File: src/sv/apr_pkg.sv
// shared constants, types and helpers of the aging page replacement block
// no dependencies
package apr_pkg;

  localparam int FRAMES    = 16;
  localparam int AGE_BITS  = 8;
  localparam int PAGE_BITS = 16;

  localparam int IDX_W  = (FRAMES > 1) ? $clog2(FRAMES) : 1;
  localparam int CNT_W  = $clog2(FRAMES + 1);
  localparam int CFG_W  = 5;
  localparam int FIDX_W = 4;
  localparam int TOT_W  = 32;

  localparam logic [CFG_W-1:0]    ACTIVE_RST = CFG_W'(16);
  localparam logic [AGE_BITS-1:0] AGE_TOP    = {1'b1, {(AGE_BITS-1){1'b0}}};

  typedef enum logic [1:0] {
    S_IDLE,
    S_WALK,
    S_DONE
  } apr_state_e;

  // token that walks the row of frame cells
  typedef struct packed {
    logic                 vld;
    logic [PAGE_BITS-1:0] page;
    logic [CNT_W-1:0]     used;
    logic                 found;
    logic [IDX_W-1:0]     where;
    logic [AGE_BITS-1:0]  lowest;
    logic [IDX_W-1:0]     vidx;
  } apr_tok_t;

  // victim fill broadcast to all cells
  typedef struct packed {
    logic                 en;
    logic [IDX_W-1:0]     idx;
    logic [PAGE_BITS-1:0] page;
  } apr_wr_t;

  function automatic logic [CNT_W-1:0] frames_used(input logic [CFG_W-1:0] act);
    if (int'(act) > FRAMES) begin
      return CNT_W'(FRAMES);
    end
    return CNT_W'(act);
  endfunction

  function automatic logic [FIDX_W-1:0] to_fidx(input logic [IDX_W-1:0] idx);
    logic [IDX_W+FIDX_W-1:0] w;
    w = {{FIDX_W{1'b0}}, idx};
    return w[FIDX_W-1:0];
  endfunction

endpackage

File: src/sv/apr_page_if.sv
// valid/ready channel carrying one page reference per beat
// depends on apr_pkg
interface apr_page_if import apr_pkg::*; ();
  logic                 valid;
  logic                 ready;
  logic [PAGE_BITS-1:0] page_number;

  modport source (output valid, output page_number, input ready);
  modport sink   (input valid, input page_number, output ready);
endinterface

File: src/sv/apr_result_if.sv
// valid/ready channel carrying one replacement result per beat
// depends on apr_pkg
interface apr_result_if import apr_pkg::*; ();
  logic              valid;
  logic              ready;
  logic              hit;
  logic [FIDX_W-1:0] frame_index;
  logic [TOT_W-1:0]  hit_total;
  logic [TOT_W-1:0]  miss_total;

  modport source (output valid, output hit, output frame_index, output hit_total,
                  output miss_total, input ready);
  modport sink   (input valid, input hit, input frame_index, input hit_total,
                  input miss_total, output ready);
endinterface

File: src/sv/apr_cell.sv
// one page frame: stored page, valid bit and age counter, plus one token stage
// depends on apr_pkg
module apr_cell import apr_pkg::*; (
  input  logic             clk_i,
  input  logic             rst_ni,
  input  logic [IDX_W-1:0] cell_idx_i,
  input  apr_tok_t         tok_i,
  input  apr_wr_t          wr_i,
  output apr_tok_t         tok_o
);

  logic [PAGE_BITS-1:0] page_q, page_d;
  logic                 valid_q, valid_d;
  logic [AGE_BITS-1:0]  age_q, age_d;
  logic [AGE_BITS-1:0]  aged;
  logic                 active, match, take;
  apr_tok_t             tok_q, tok_d;

  always_comb begin
    active  = tok_i.vld && (CNT_W'(cell_idx_i) < tok_i.used);
    aged    = age_q >> 1;
    match   = valid_q && (page_q == tok_i.page);
    // victim candidate: empty or strictly below the running minimum
    take    = (aged < tok_i.lowest) || !valid_q;
    tok_d   = tok_i;
    age_d   = age_q;
    valid_d = valid_q;
    page_d  = page_q;
    if (active) begin
      age_d = match ? (aged | AGE_TOP) : aged;
      if (match && !tok_i.found) begin
        tok_d.where = cell_idx_i;
      end
      if (match) begin
        tok_d.found = 1'b1;
      end
      if (take) begin
        tok_d.lowest = aged;
        tok_d.vidx   = cell_idx_i;
      end
    end
    if (wr_i.en && (wr_i.idx == cell_idx_i)) begin
      page_d  = wr_i.page;
      valid_d = 1'b1;
      age_d   = AGE_TOP;
    end
  end

  always_ff @(posedge clk_i or negedge rst_ni) begin
    if (!rst_ni) begin
      valid_q <= 1'b0;
      age_q   <= '0;
      tok_q   <= '0;
    end else begin
      valid_q <= valid_d;
      age_q   <= age_d;
      tok_q   <= tok_d;
    end
  end

  always_ff @(posedge clk_i) begin
    page_q <= page_d;
  end

  assign tok_o = tok_q;

endmodule

File: src/sv/aging_page_replacement.sv
// top level of the aging page replacement block: frame cell row, sequencer, totals
// depends on apr_pkg, apr_page_if, apr_result_if and apr_cell
//
// Each accepted page reference launches a token down a row of FRAMES frame cells,
// one cell per cycle; each active cell ages its counter, checks for the page and
// updates the running victim choice as the token passes. After the row, a fill of
// the victim frame (on a miss) and the totals update happen together in the commit cycle.
// A new reference is taken only once the previous one has walked the cell row and
// been committed, so one reference is in flight at a time. The result sits in
// an output register, so the commit of a finished item waits only if an earlier
// result has not been taken. active_frames is written through cfg_we_i/cfg_data_i
// and resets to 16; values above FRAMES act as FRAMES, zero forces every
// reference to miss into frame 0.
module aging_page_replacement import apr_pkg::*; (
  input  logic             clk_i,
  input  logic             rst_ni,
  input  logic             cfg_we_i,
  input  logic [CFG_W-1:0] cfg_data_i,
  apr_page_if.sink         in_i,
  apr_result_if.source     out_o
);

  apr_state_e state_q, state_d;
  logic [CFG_W-1:0] active_q;
  apr_tok_t tok0_q, tok0_d;
  apr_tok_t tok [FRAMES+1];
  apr_tok_t fin_q;
  apr_wr_t  wr;
  logic     in_beat, commit;
  logic [TOT_W-1:0] hits_q, misses_q, hits_d, misses_d;
  logic              out_vld_q;
  logic              out_hit_q;
  logic [FIDX_W-1:0] out_fidx_q;

  assign in_beat = in_i.valid && in_i.ready;

  // next state
  always_comb begin
    state_d = state_q;
    unique case (state_q)
      S_IDLE: if (in_beat) state_d = S_WALK;
      S_WALK: if (tok[FRAMES].vld) state_d = S_DONE;
      S_DONE: if (commit) state_d = S_IDLE;
      default: state_d = S_IDLE;
    endcase
  end

  // sequencer outputs
  always_comb begin
    in_i.ready = 1'b0;
    commit     = 1'b0;
    unique case (state_q)
      S_IDLE: in_i.ready = 1'b1;
      S_WALK: ;
      S_DONE: commit = !out_vld_q || out_o.ready;
      default: ;
    endcase
  end

  always_comb begin
    tok0_d        = '0;
    tok0_d.vld    = in_beat;
    tok0_d.page   = in_i.page_number;
    tok0_d.used   = frames_used(active_q);
    tok0_d.lowest = '1;
  end

  assign tok[0] = tok0_q;

  for (genvar k = 0; k < FRAMES; k++) begin : g_cell
    apr_cell u_cell (
      .clk_i      (clk_i),
      .rst_ni     (rst_ni),
      .cell_idx_i (IDX_W'(k)),
      .tok_i      (tok[k]),
      .wr_i       (wr),
      .tok_o      (tok[k+1])
    );
  end

  always_comb begin
    wr.en   = commit && !fin_q.found;
    wr.idx  = fin_q.vidx;
    wr.page = fin_q.page;
  end

  assign hits_d   = hits_q + TOT_W'(fin_q.found);
  assign misses_d = misses_q + TOT_W'(!fin_q.found);

  always_ff @(posedge clk_i or negedge rst_ni) begin
    if (!rst_ni) begin
      state_q   <= S_IDLE;
      active_q  <= ACTIVE_RST;
      tok0_q    <= '0;
      hits_q    <= '0;
      misses_q  <= '0;
      out_vld_q <= 1'b0;
    end else begin
      state_q <= state_d;
      tok0_q  <= tok0_d;
      if (cfg_we_i) begin
        active_q <= cfg_data_i;
      end
      if (commit) begin
        hits_q    <= hits_d;
        misses_q  <= misses_d;
        out_vld_q <= 1'b1;
      end else if (out_o.ready) begin
        out_vld_q <= 1'b0;
      end
    end
  end

  always_ff @(posedge clk_i) begin
    if (tok[FRAMES].vld) begin
      fin_q <= tok[FRAMES];
    end
    if (commit) begin
      out_hit_q  <= fin_q.found;
      out_fidx_q <= to_fidx(fin_q.found ? fin_q.where : fin_q.vidx);
    end
  end

  assign out_o.valid       = out_vld_q;
  assign out_o.hit         = out_hit_q;
  assign out_o.frame_index = out_fidx_q;
  assign out_o.hit_total   = hits_q;
  assign out_o.miss_total  = misses_q;

endmodule

File: src/flat_wrapper.sv
// flat-port wrapper written by rule: the top's interface ports become plain ports
module aging_page_replacement_flat import apr_pkg::*;
  (clk_i, rst_ni, cfg_we_i, cfg_data_i, in_i_valid, in_i_page_number, in_i_ready, out_o_valid, out_o_hit, out_o_frame_index, out_o_hit_total, out_o_miss_total, out_o_ready);
  apr_page_if in_i_i ();
  apr_result_if out_o_i ();
  input  logic clk_i;
  input  logic rst_ni;
  input  logic cfg_we_i;
  input  logic [CFG_W-1:0] cfg_data_i;
  input wire logic [$bits(in_i_i.valid)-1:0] in_i_valid;
  input wire logic [$bits(in_i_i.page_number)-1:0] in_i_page_number;
  output wire logic [$bits(in_i_i.ready)-1:0] in_i_ready;
  output wire logic [$bits(out_o_i.valid)-1:0] out_o_valid;
  output wire logic [$bits(out_o_i.hit)-1:0] out_o_hit;
  output wire logic [$bits(out_o_i.frame_index)-1:0] out_o_frame_index;
  output wire logic [$bits(out_o_i.hit_total)-1:0] out_o_hit_total;
  output wire logic [$bits(out_o_i.miss_total)-1:0] out_o_miss_total;
  input wire logic [$bits(out_o_i.ready)-1:0] out_o_ready;
  assign in_i_i.valid = in_i_valid;
  assign in_i_i.page_number = in_i_page_number;
  assign in_i_ready = in_i_i.ready;
  assign out_o_valid = out_o_i.valid;
  assign out_o_hit = out_o_i.hit;
  assign out_o_frame_index = out_o_i.frame_index;
  assign out_o_hit_total = out_o_i.hit_total;
  assign out_o_miss_total = out_o_i.miss_total;
  assign out_o_i.ready = out_o_ready;
  aging_page_replacement u_core (.clk_i(clk_i), .rst_ni(rst_ni), .cfg_we_i(cfg_we_i), .cfg_data_i(cfg_data_i), .in_i(in_i_i), .out_o(out_o_i));
endmodule
File: config.mk
export PLATFORM = sky130hd
export DESIGN_NAME = aging_page_replacement_flat
export DESIGN_NICKNAME = d
export VERILOG_FILES = /design/src/sv/apr_pkg.sv /design/src/sv/apr_page_if.sv /design/src/sv/apr_result_if.sv /design/src/sv/apr_cell.sv /design/src/sv/aging_page_replacement.sv /design/src/flat_wrapper.sv
export SDC_FILE = /design/constraint.sdc
export NUM_CORES = 1
export LEC_CHECK = 0
export BUFFER_PORTS_ARGS = -buffer_cell sky130_fd_sc_hd__buf_2
export CORE_ASPECT_RATIO = 2
export CORE_MARGIN = 3
export CORE_UTILIZATION = 65
export CTS_BUF_LIST = sky130_fd_sc_hd__clkbuf_4 sky130_fd_sc_hd__clkbuf_8 sky130_fd_sc_hd__clkbuf_16
export DETAILED_ROUTE_END_ITERATION = 8
export PLACE_DENSITY = 0.82
export REMOVE_ABC_BUFFERS = 1
export SYNTH_ARGS = -nofsm -noshare
export SYNTH_HDL_FRONTEND = slang
export SYNTH_SLANG_ARGS = --single-unit
File: constraint.sdc
create_clock -name clk_i -period 7.72 [get_ports clk_i]
set_input_delay 1.158 -clock clk_i [delete_from_list [all_inputs] [get_ports clk_i]]
set_output_delay 1.158 -clock clk_i [all_outputs]
set_load 0.05 [all_outputs]
=== Word level (Yosys, flattened, before mapping) ===
Cells that the tools add are included.

* Bits in registers: 1136
* Bits in latches: 0
* Memory bits (writable): 0
* ROM bits: 0
* Word-level logic and storage cells: 502
* Memories: 0

* Add/sub/neg operators: 2
* Multipliers: 0
* Div/mod/pow operators: 0
* $lt $le $gt $ge: 33
* Equality and inequality tests: 36
* Shift-type cells: 0
* Multiplexer cells: 123
* Bitwise gates (word level): 0
* Reductions and logical operators: 135

{| class="wikitable"
|+ Operator list
! kind !! count
|-
| 8-bit 2-to-1 mux || 48
|-
| 17-bit 2-to-1 mux || 16
|-
| 16-bit == test || 16
|-
| 12-bit 2-to-1 mux || 16
|-
| 7-bit by 8-bit less-than comparator with 1-bit output || 16
|-
| 1-bit logical AND || 65
|-
| 32-bit by 1-bit adder with 32-bit output || 2
|-
| 4-bit 2-to-1 mux || 16
|-
| 4-bit by 5-bit less-than comparator with 1-bit output (first input constant) || 8
|-
| 2-bit nonzero test || 17
|-
| 1-bit zero test || 33
|-
| 4-bit == test (second input constant) || 8
|-
| 1-bit 2-to-1 mux || 21
|-
| 3-bit by 5-bit less-than comparator with 1-bit output (first input constant) || 4
|-
| 1-bit logical OR || 17
|-
| 4-bit by 3-bit == test with 1-bit output (second input constant) || 4
|-
| 1-bit by 5-bit less-than comparator with 1-bit output (first input constant) || 2
|-
| 2-bit by 5-bit less-than comparator with 1-bit output (first input constant) || 2
|-
| 5-bit 2-to-1 mux || 2
|-
| 4-bit by 2-bit == test with 1-bit output (second input constant) || 2
|-
| 2-bit 2-to-1 mux || 3
|-
| 2-bit case mux with 3 select lines || 1
|-
| 5-bit > comparator (second input constant) || 1
|-
| 4-bit by 1-bit == test with 1-bit output (second input constant) || 1
|-
| 7 further kinds || 8
|}

=== Depth between registers and ports, before layout ===
Gate-level depths: netlist (run 1).

* Depth after elaboration: 6
* Gate-level depth with buffers: 8
* Mapped depth without buffers: 7

=== Cells and area by module ===
From an unflattened synthesis (run 1), not the netlist that was laid out.

* Cell total of the unflattened synthesis: 3935
* Area total of the unflattened synthesis: 49847.8 µm²

{| class="wikitable"
|+ Modules (own cells, without submodules)
! module !! times used !! cells each !! area an instance (µm²) !! seq. area each (µm²)
|-
| apr_cell || 16 || 224 || 2808.9 || 1656.6
|-
| aging_page_replacement || 1 || 351 || 4904.7 || 3279.4
|}

=== Worst setup path before layout (run 1) ===
OpenSTA, ideal clock, no wires.

* Path type: input -> register
* Start: input port out_o_ready
* End: register u_core.g_cell[0].u_cell.page_q[0], enable pin
* Library setup time: 0.427 ns
* Arrival time: 3.056 ns
* Slack: 4.237 ns
* Stages on the path: 3
* Buffers on the path: 0
* Cells stage by stage: nand2b_1 > nand4_1 > nor3_1

* Cells in the longest elaborated chain, start to end: 4

{| class="wikitable"
|+ RTL lines
! item !! line !! text
|-
| start: declaration || flat_wrapper.sv:18 || <nowiki>input wire logic [$bits(out_o_i.ready)-1:0] out_o_ready;</nowiki>
|-
| 1-bit logical OR || aging_page_replacement.sv:55 || <nowiki>S_DONE: commit = !out_vld_q || out_o.ready;</nowiki>
|-
| 1-bit 2-to-1 mux || aging_page_replacement.sv:52 || <nowiki>unique case (state_q)</nowiki>
|-
| 1-bit logical AND || aging_page_replacement.sv:82 || <nowiki>wr.en = commit && !fin_q.found;</nowiki>
|-
| 1-bit logical AND || apr_cell.sv:42 || <nowiki>if (wr_i.en && (wr_i.idx == cell_idx_i)) begin</nowiki>
|-
| end signal: assignment || apr_cell.sv:62 || <nowiki>page_q <= page_d;</nowiki>
|-
| end: declaration || apr_cell.sv:12 || <nowiki>logic [PAGE_BITS-1:0] page_q, page_d;</nowiki>
|}

Every way passes these cells.
A chain may end at the register's enable or synchronous reset.

=== Final worst setup path (run 1) ===
* Start: input port out_o_ready
* End: register u_core.g_cell[6].u_cell.page_q[1], enable pin

* Cells in the longest elaborated chain, start to end: 4

{| class="wikitable"
|+ RTL lines
! item !! line
|-
| 1-bit logical OR || aging_page_replacement.sv:55
|-
| 1-bit 2-to-1 mux || aging_page_replacement.sv:52
|-
| 1-bit logical AND || aging_page_replacement.sv:82
|-
| 1-bit logical AND || apr_cell.sv:42
|-
| end signal: assignment || apr_cell.sv:62
|-
| end: declaration || apr_cell.sv:12
|}

Every way passes these cells.

==> impl_summary.log, run 1 <==
INFO  metric finished_core_util = 0.7344
INFO  metric max-cap-violations = 0
INFO  metric chipWidth = 180.8 um
INFO  metric max-slew-margin-rel = 0.1715
INFO  metric worst_pin_slew = 1241 ps
INFO  metric layout_commonest_cell = dfrtp_1
INFO  metric fp-row-count = 127
INFO  metric num_antenna_cells = 0
INFO  metric place_congestion = 0.8667
INFO  metric clock_tree_from_tritoncts = done
INFO  metric cts.sinks = 1086
INFO  metric status = complete, no violations
INFO  metric post-route-drc-count = 0
INFO  metric worst_skew_pair.late_latency = 640 ps
INFO  metric synthCells = 2627
INFO  metric ctsRootBufferMaster = clkbuf_16
INFO  metric hold_viol = 0
INFO  metric detail_route.wl_per_cell = 22.83 um
INFO  metric warning_count_from_the_yosys_run = 0
INFO  metric path_max_fanout = 24
INFO  metric vias_in_the_first_global_route = 24090
INFO  metric wire_length_of_the_first_global_routing_pass = 129800 um
INFO  metric power_frac_clock = 0.363
INFO  metric timing.setup.critical_path_class = input port to register
INFO  metric place_ws = 4161 ps
INFO  metric grt_util_all_layers = 0.2656
INFO  metric report.final.slew_viol_count = 0
INFO  metric core = 60220 um2
INFO  metric initial_utilization = 0.6592
INFO  metric yosysSeqAreaShare = 0.7206
INFO  metric synth_enable_flop_cells = 286
INFO  metric layout_worst_path_cycle_share = 0.3800
INFO  metric detailroute.via_count = 21360
INFO  metric placed_area = 41290 um2
INFO  metric synthesis.area = 39700 um2
INFO  metric cts_made_buffers = 86
INFO  metric cts_htree_levels = 3
INFO  metric synth-seq-cells = 1086
INFO  metric num_io_pins = 97
INFO  metric max-clock-path-buffers = 3
INFO  metric setup_tns = 0 ps
INFO  metric clock.fmax = 340.9 MHz
INFO  metric avgViaCountPerCell = 5.860
INFO  metric worstSetupEndpointType = register
INFO  metric dominantRegCellSynth = dfrtp_1
INFO  metric finalClockSkew = 31.45 ps
INFO  metric postCtsResizedCells = 0
INFO  metric totalPowerFinal = 12.41 mW
INFO  metric post-route-min-period = 2933 ps
INFO  metric postSynthAreaPerCell = 15.11 um2
INFO  metric rsz0062_at_grt = no
INFO  metric worst_ir_drop_vdd = 359.2 uV
INFO  metric cp.required = 7960 ps
INFO  metric postRouteAntennaNets = 0
INFO  metric seq_power_share = 0.541
INFO  metric detailedRoute.firstPassIterationCount = 5
INFO  metric drive_gt1_frac = 0.1581
INFO  metric clk_transition_reported_paths = 60 ps
INFO  metric gr-total-overflow = 0
INFO  metric nets = 2928
INFO  metric power-per-cell-area = 280.7 nW/um2
INFO  metric cp_data_arrival_time = 3170 ps
INFO  metric final_cell_mix = dfrtp_1 (799), edfxtp_1 (286), xnor2_1 (175), xor2_1 (141), nor2_1 (117)
INFO  metric static-leakage-power = 19.90 nW
INFO  metric finish.instance_area = 44230 um2
INFO  metric post-cts-setup-buffers = 0
INFO  metric timing.hold.ws = 347.0 ps
INFO  metric holdCritPathClass = register to register
INFO  metric syn_to_final_growth = 11.41%
INFO  metric io_buffer_count = 96
INFO  metric wl = 83200 um
INFO  metric net-switching-power = 2.962 mW
INFO  metric synth_async_sr_flop_share = 0.7366
INFO  metric antenna_violations_before_repair = 1
INFO  metric grt_start_max_net_pins = 166
INFO  metric chipHeight = 355.5 um
INFO  metric die_area = 64260 um2
INFO  metric power.internal = 9.452 mW
INFO  metric cts-hold-fix-buffers = 0
INFO  metric post-place-cells = 3489
INFO  metric final_setup_violating_endpoints = 0
INFO  metric ys_types = 67
INFO  metric finalNonFillerCells = 3645
INFO  metric swShare = 0.2386
INFO  metric first_iter_violations = 1090
INFO  metric startpoint_type_of_the_worst_setup_path = input port
INFO  metric combPwrFrac = 0.097
INFO  metric fin_ws = 4787 ps
INFO  metric place_hpwl = 58200 um
[flip-flops by register name, indices dropped and copies added (netlist names)]
name / count
u_core.out_o.frame_index: 4
u_core.active_q: 5
u_core.out_o.hit: 1
u_core.fin_q: 25
u_core.g_cell.u_cell.age_q: 112
u_core.state_q: 2
u_core.g_cell.u_cell.valid_q: 16
u_core.out_o.valid: 1
u_core.g_cell.u_cell.page_q: 256
u_core.tok: 23
u_core.out_o.miss_total: 32
u_core.g_cell.u_cell.tok_o: 577
u_core.out_o.hit_total: 32
[layout make-up]
| class | count | area, um2 |
|---|---|---|
| clock buffers | 119 | 2541 |
| clock inverters | 37 | 400.4 |
| fillers | 3578 | 15990 |
| inverters | 99 | 371.6 |
| multi-input cells | 1415 | 10660 |
| flip-flops and latches | 1086 | 28610 |
| well taps | 774 | 968.4 |
| repair buffers | 115 | 683.2 |
[synth_stat cells (13+ instances only)]
| cell | number | share of area |
|---|---|---|
| nor2b_1 | 33 | 0.0052 |
| nand2_1 | 116 | 0.011 |
| mux2_2 | 105 | 0.030 |
| nand4_1 | 60 | 0.0095 |
| or2_2 | 48 | 0.0076 |
| edfxtp_1 | 286 | 0.22 |
| xor2_1 | 141 | 0.031 |
| a21o_1 | 29 | 0.0055 |
| a21oi_1 | 55 | 0.0069 |
| nand2b_1 | 54 | 0.0085 |
| o21ai_0 | 13 | 0.0016 |
| mux2i_1 | 72 | 0.018 |
| nand3_1 | 50 | 0.0063 |
| and2_1 | 26 | 0.0041 |
| nor4_1 | 38 | 0.0060 |
| xnor2_1 | 175 | 0.039 |
| dfrtp_1 | 799 | 0.50 |
| ha_1 | 99 | 0.031 |
| nor2_1 | 125 | 0.012 |
| inv_1 | 98 | 0.0093 |
| a211o_1 | 19 | 0.0042 |
| nor3_1 | 34 | 0.0043 |
| clkbuf_1 | 18 | 0.0017 |
[logic make-up (layout without fill, tap and decap cells)]
logic type               count (synthesis)  count (layout)  share of synthesized area
AND/OR/NAND/NOR                        651             651                    0.08863
buffers and inverters                  126             370                    0.01229
adder cells (fa/ha/maj)                 99              99                    0.03120
flip-flops                            1086            1086                     0.7206
XOR/XNOR                               316             316                    0.06972
multiplexers                           177             177                    0.04794
other                                    1               1                 0.00009446
AO/OA/AOI/OAI                          171             171                    0.02950
[power by group through the flow]
stage	clock network, mW	logic (mW)	registers, mW
final	4.50	1.20	6.71
after CTS	4.58	1.21	6.71
after floorplan	0	0.832	6.69
after detailed placement	0	1.19	6.82
after global routing	4.81	1.36	6.76
after global placement	0	1.11	6.77
[layer usage]
layer  up-vias  global-route usage  share of wire
li1       9459                   -              -
met1     11010              0.2330           0.29
met2       609              0.5368           0.60
met3       284             0.03371          0.034
met4         0              0.1817          0.075
met5         -                   0              0
[path summary, 6_finish.rpt]
kind                                                        start                                 end  slack [ps]  cells past startpoint
worst max-delay path                                  out_o_ready   u_core.g_cell[6].u_cell.page_q[1]        4790                      4
max in group asynchronous                                  rst_ni   u_core.g_cell[1].u_cell.tok_o[20]        5510                      2
worst max register to register                   u_core.fin_q[16]   u_core.g_cell[6].u_cell.page_q[1]        4810                      3
min in group asynchronous                                  rst_ni  u_core.g_cell[15].u_cell.tok_o[35]         590                      1
worst min-delay path            u_core.g_cell[6].u_cell.tok_o[18]   u_core.g_cell[7].u_cell.tok_o[18]         350                      0
worst min register to register  u_core.g_cell[6].u_cell.tok_o[18]   u_core.g_cell[7].u_cell.tok_o[18]         350                      0
[critical path, stage by stage]
cell     delay (ps)
buf_2            90
and2b_1         210
or4_1           720
nor2_2          980
Note: power is estimated with default switching activity, not from simulation.
==> run 2, diff against run 1 <==
CORE_UTILIZATION = 56   (was 65)
PLACE_DENSITY = 0.75   (was 0.82)
clock period = 2.65 ns   (was 7.72 ns; I/O delays follow)
==> impl_summary.log, run 2 (synthesis gave the netlist of run 1 again) <==
INFO  metric status = complete, no violations
INFO  metric max-slew-margin-rel = 0.3716
INFO  metric timing.setup.critical_path_class = register to register
INFO  metric totalPowerFinal = 37.09 mW
INFO  metric postCtsResizedCells = 0
INFO  metric path_max_fanout = 3
INFO  metric antenna_violations_before_repair = 0
INFO  metric avgViaCountPerCell = 5.538
INFO  metric worst_setup_path_startpoint = u_core.g_cell[1].u_cell.tok_o[37]
INFO  metric post-route-min-period = 2416 ps
INFO  metric report.final.slew_viol_count = 0
INFO  metric power-per-cell-area = 813.1 nW/um2
INFO  metric chipWidth = 194.3 um
INFO  metric core = 69940 um2
INFO  metric first_iter_violations = 873
INFO  metric fill_cells = 4788
INFO  metric die_area = 74320 um2
INFO  metric largest_reg_flops = 577
INFO  metric max-clock-path-buffers = 3
INFO  metric place_congestion = 0.8840
INFO  metric num_io_pins = 97
INFO  metric cp_data_arrival_time = 2960 ps
INFO  metric cts.sinks = 1086
INFO  metric grt_start_max_net_pins = 96
INFO  metric layout_commonest_cell = dfrtp_1
INFO  metric detailroute.via_count = 21510
INFO  metric worst_pin_slew = 942.6 ps
INFO  metric cp.buffers_inverters = 1
INFO  metric clk_transition_reported_paths = 70 ps
INFO  metric worst_path_max_delay_cell = nor4_1
INFO  metric path_delay_family = simple AND/OR/NAND/NOR gates
INFO  metric final_setup_violating_endpoints = 0
INFO  metric layout_worst_path_cycle_share = 0.9119
INFO  metric finalClockSkew = 24.75 ps
INFO  metric setup.reg_to_reg.worst_slack = 230 ps
INFO  metric holdCritPathClass = input port to register
INFO  metric clock_tree_from_tritoncts = done
INFO  metric worst_ir_drop_vdd = 663.4 uV
INFO  metric ctsRootBufferMaster = clkbuf_16
INFO  metric worstSetupEndpointType = register
INFO  metric drive_gt1_frac = 0.1823
INFO  metric post-route-drc-count = 0
INFO  metric clock.fmax = 413.8 MHz
INFO  metric nets = 3027
INFO  metric rsz0062_at_grt = no
INFO  metric final_cell_mix = dfrtp_1 (799), edfxtp_1 (286), xnor2_1 (175), xor2_1 (141)
INFO  metric startpoint_type_of_the_worst_setup_path = register
INFO  metric grt_util_all_layers = 0.2330
INFO  metric setup_tns = 0 ps
INFO  metric max_stage_delay = 610 ps
INFO  metric r2r-end = u_core.g_cell[2].u_cell.tok_o[12]
INFO  metric rr_worst_depth = 6
INFO  metric seq_area = 28610 um2
INFO  metric max-cap-violations = 0
INFO  metric static-leakage-power = 20.54 nW
INFO  metric wire_length_of_the_first_global_routing_pass = 131500 um
INFO  metric gr-total-overflow = 0
INFO  metric fp-row-count = 137
INFO  metric multi_input_comb_area = 10660 um2
INFO  metric cts_htree_levels = 3
INFO  metric worst_skew_pair.late_latency = 650 ps
INFO  metric initial_utilization = 0.5676
INFO  metric detailedRoute.firstPassIterationCount = 5
INFO  metric endpoint = u_core.g_cell[2].u_cell.tok_o[12]
INFO  metric postRouteAntennaNets = 0
INFO  metric vias_in_the_first_global_route = 24120
INFO  metric io_buffer_count = 96
INFO  metric hold_viol = 0
INFO  metric cell_chain_critical_path = xnor2_1 > nand4_1 > nor4_1 > buf_4 > o2111ai_1 > o21a_1
INFO  metric start_of_the_worst_register_to_register_path = u_core.g_cell[1].u_cell.tok_o[37]
INFO  metric cp.required = 3190 ps
INFO  metric place_hpwl = 61450 um
INFO  metric detail_route.wl_per_cell = 21.90 um
INFO  metric timing.hold.worst.start = in_i_valid
INFO  metric cp_num_cells = 6
INFO  metric wl = 85030 um
INFO  metric chipHeight = 382.5 um
INFO  metric cts_made_buffers = 90
INFO  metric syn_to_final_growth = 14.90%
run 2: worst min-delay path by stage:
stage                                        endpoint  cells after the start
CTS                                 u_core.state_q[0]                      3
global placement    u_core.g_cell[3].u_cell.tok_o[17]                      0
detailed placement  u_core.g_cell[9].u_cell.tok_o[17]                      0
finish                              u_core.state_q[0]                      3
global route                        u_core.state_q[0]                      3
floorplan                          u_core.active_q[0]                      0
run 2: metrics by stage:
step	instance area, um2	instances	hold slack [ps]	worst slack [ps]	util
detailed placement	42190	3691	334.7	184.5	0.6032
floorplan	39580	2600	101.9	-295.7	-
global placement	42190	3691	332.8	230.5	0.6032
global route	45610	3882	31.66	197.9	0.6522
CTS	45610	3882	0.3125	175.5	0.6522
finish	45620	3883	38.37	233.5	0.6522
run 2: power by group:
part	internal (mW)	switching, mW
Sequential	18.5	1.08
Combinational	1.73	1.84
Clock	8.09	5.88
run 2: cell type report:
cell class | instances | area share
Antenna cell | 1 | 0.00005486
Multi-Input combinational cell | 1415 | 0.2337
Timing Repair Buffer | 210 | 0.03593
Sequential cell | 1086 | 0.6272
Clock inverter | 37 | 0.01031
Inverter | 99 | 0.008147
Tap cell | 903 | 0.02477
Clock buffer | 132 | 0.05991
run 2: tightest hold or removal path: stages:
cell,delay [ps]
buf_2,90
o21ai_0,70
nor2_1,80
run 2: metal layers:
metal / global-route usage / routed length, um / vias to the layer above
li1: - / - / 9657
met1: 0.2021 / 25280 / 11070
met2: 0.4833 / 51670 / 519
met3: 0.02474 / 2238 / 258
met4: 0.1505 / 5842 / 0
met5: 0 / 0 / -
run 2: repair_timing:
| item | 4_1_cts | 5_1_grt |
|---|---|---|
| hold buffers | 22 | 0 |
| hold endpoints to repair | 55 | 0 |
| buffers inserted | 0 | 0 |
==> run 3, diff against run 2 <==
REMOVE_ABC_BUFFERS = not set   (was 1)
==> impl_summary.log, run 3 (synthesis gave the netlist of run 1 again) <==
INFO  metric power_frac_clock = 0.381
INFO  metric num_antenna_cells = 0
INFO  metric power.internal = 28.32 mW
INFO  metric clock_tree_from_tritoncts = done
INFO  metric detailroute.via_count = 21390
INFO  metric ctsRootBufferMaster = clkbuf_16
INFO  metric wl = 84750 um
INFO  metric first_iter_violations = 845
INFO  metric report.final.slew_viol_count = 0
INFO  metric gr-total-overflow = 0
INFO  metric detail_route.wl_per_cell = 21.83 um
INFO  metric start_of_the_worst_register_to_register_path = u_core.g_cell[3].u_cell.age_q[2]
INFO  metric hold_depth = 2
INFO  metric finalClockSkew = 17.24 ps
INFO  metric power-per-cell-area = 815.4 nW/um2
INFO  metric timing.setup.critical_path_class = register to register
INFO  metric swShare = 0.2395
INFO  metric nets = 3031
INFO  metric grt_util_all_layers = 0.2323
INFO  metric final_cell_mix = dfrtp_1 (799), edfxtp_1 (286), xnor2_1 (175), xor2_1 (141), nor2_1 (117)
INFO  metric max-cap-violations = 0
INFO  metric place_congestion = 0.8640
INFO  metric timing.hold.ws = 61.30 ps
INFO  metric worst_skew_pair.late_latency = 680 ps
INFO  metric avgViaCountPerCell = 5.509
INFO  metric finished_core_util = 0.6531
INFO  metric fin_ws = 255.4 ps
INFO  metric vias_in_the_first_global_route = 23940
INFO  metric worstSetupEndpointType = register
INFO  metric layout_worst_path_cycle_share = 0.9036
INFO  metric seq_power_share = 0.524
INFO  metric max-slew-margin-rel = 0.2681
INFO  metric timing.hold.worst.start = cfg_we_i
INFO  metric static-leakage-power = 20.56 nW
INFO  metric chipHeight = 382.5 um
INFO  metric clk_transition_reported_paths = 60 ps
INFO  metric status = complete, no violations
INFO  metric place_hpwl = 61250 um
INFO  metric cp_data_arrival_time = 2940 ps
INFO  metric cts.sinks = 1086
INFO  metric drive_gt1_frac = 0.1819
INFO  metric fp-row-count = 137
INFO  metric rsz0062_at_grt = no
INFO  metric antenna_violations_before_repair = 1
INFO  metric detailedRoute.firstPassIterationCount = 5
INFO  metric post-route-min-period = 2395 ps
INFO  metric hold_viol = 0
INFO  metric setup.reg_to_reg.worst_slack = 260 ps
INFO  metric path_max_fanout = 9
INFO  metric final_setup_violating_endpoints = 0
INFO  metric wire_length_of_the_first_global_routing_pass = 130600 um
INFO  metric startpoint_type_of_the_worst_setup_path = register
INFO  metric largest_reg_flops = 577
INFO  metric cts_htree_levels = 3
INFO  metric syn_to_final_growth = 15.06%
INFO  metric chipWidth = 194.3 um
INFO  metric rr_worst_depth = 5
INFO  metric postSynthNetCount = 2752
INFO  metric post-route-drc-count = 0
INFO  metric die_area = 74320 um2
INFO  metric num_io_pins = 97
INFO  metric cts_made_buffers = 91
INFO  metric postRouteAntennaNets = 0
INFO  metric worst_ir_drop_vdd = 695.3 uV
INFO  metric post-cts-setup-buffers = 0
INFO  metric worst_pin_slew = 1098 ps
INFO  metric layout_commonest_cell = dfrtp_1
INFO  metric cp.required = 3200 ps
INFO  metric holdPathEnd = u_core.active_q[2]
INFO  metric combPwrFrac = 0.095
INFO  metric initial_utilization = 0.5676
INFO  metric io_buffer_count = 96
INFO  metric core = 69940 um2
INFO  metric grt_start_max_net_pins = 88
INFO  metric net-switching-power = 8.922 mW
INFO  metric r2r-end = u_core.g_cell[3].u_cell.tok_o[4]
INFO  metric holdCritPathClass = input port to register
INFO  metric clock.fmax = 417.6 MHz
INFO  metric place_ws = 277.1 ps
INFO  metric max-clock-path-buffers = 3
==> run 3: cell types whose count changed in the layout (fill, tap and decap cells not counted), sizes merged <==
cell	delta
bufinv	+1
inv	+7
dlygate4sd3	+1
buf	+2
clkbuf	-7
clkinvlp	-1
diode	-1
clkinv	-3
==> run 3: what timing repair did <==
action	in CTS	in global routing
endpoints found under the hold margin	56	0
resized for setup	0	0
hold buffers	23	0
==> run 3: worst max-delay path: stages, from the launching register on <==
cell and delay [ps]:
dfrtp_1 410, ha_1 300, a2111oi_0 390, nor3_1 140, nor3_2 620, mux2_2 420
==> run 3: how the worst max path moves through the flow <==
stage / depth (start not counted) / slack, ps / end / start
after CTS: 5 / 270 / u_core.g_cell[1].u_cell.tok_o[5] / u_core.g_cell[1].u_cell.age_q[2]
after global placement: 5 / 350 / u_core.g_cell[1].u_cell.tok_o[6] / u_core.g_cell[1].u_cell.age_q[2]
after detailed placement: 5 / 280 / u_core.g_cell[1].u_cell.tok_o[5] / u_core.g_cell[1].u_cell.age_q[2]
after floorplan: 4 / -110 / u_core.g_cell[7].u_cell.page_q[0] / u_core.out_o.valid
final: 5 / 260 / u_core.g_cell[3].u_cell.tok_o[4] / u_core.g_cell[3].u_cell.age_q[2]
after global routing: 5 / 5 / u_core.g_cell[3].u_cell.tok_o[4] / u_core.g_cell[3].u_cell.age_q[2]
==> run 3: final cells by class <==
class                   instances  area (um2)
clock buffers                 125        2666
clock inverters                41       579.3
fillers                      4767       24260
inverters                      99       371.6
multi-input cells            1415       10670
flip-flops and latches       1086       28610
well taps                     903        1130
repair buffers                213        1652
==> run 3: per-stage QoR <==
stage | cells | instance area [um2] | power (mW) | setup TNS [ps]
2_1_floorplan | 2627 | 39710 | 21.92 | -6849
3_3_place_gp | 3693 | 42200 | 23.11 | 0
3_5_place_dp | 3693 | 42200 | 23.39 | 0
4_1_cts | 3882 | 45680 | 37.58 | 0
5_1_grt | 3882 | 45680 | 38.82 | 0
6_report | 3882 | 45680 | 37.25 | 0
==> run 3: metal layers <==
layer  up-vias  wire length, um  track usage
met5         -                0            0
met4         0             5872       0.1503
met2       509            51080       0.4803
met3       251             2501      0.03020
met1     10970            25300       0.1992
li1       9656                -            -
==> run 3: power by group through the flow <==
stage	clock network [mW]	logic, mW	registers, mW
5_1_grt	15.1	4.03	19.7
3_3_place_gp	0	3.36	19.8
6_report	14.2	3.54	19.5
2_1_floorplan	0	2.44	19.5
4_1_cts	14.5	3.59	19.5
3_5_place_dp	0	3.54	19.9
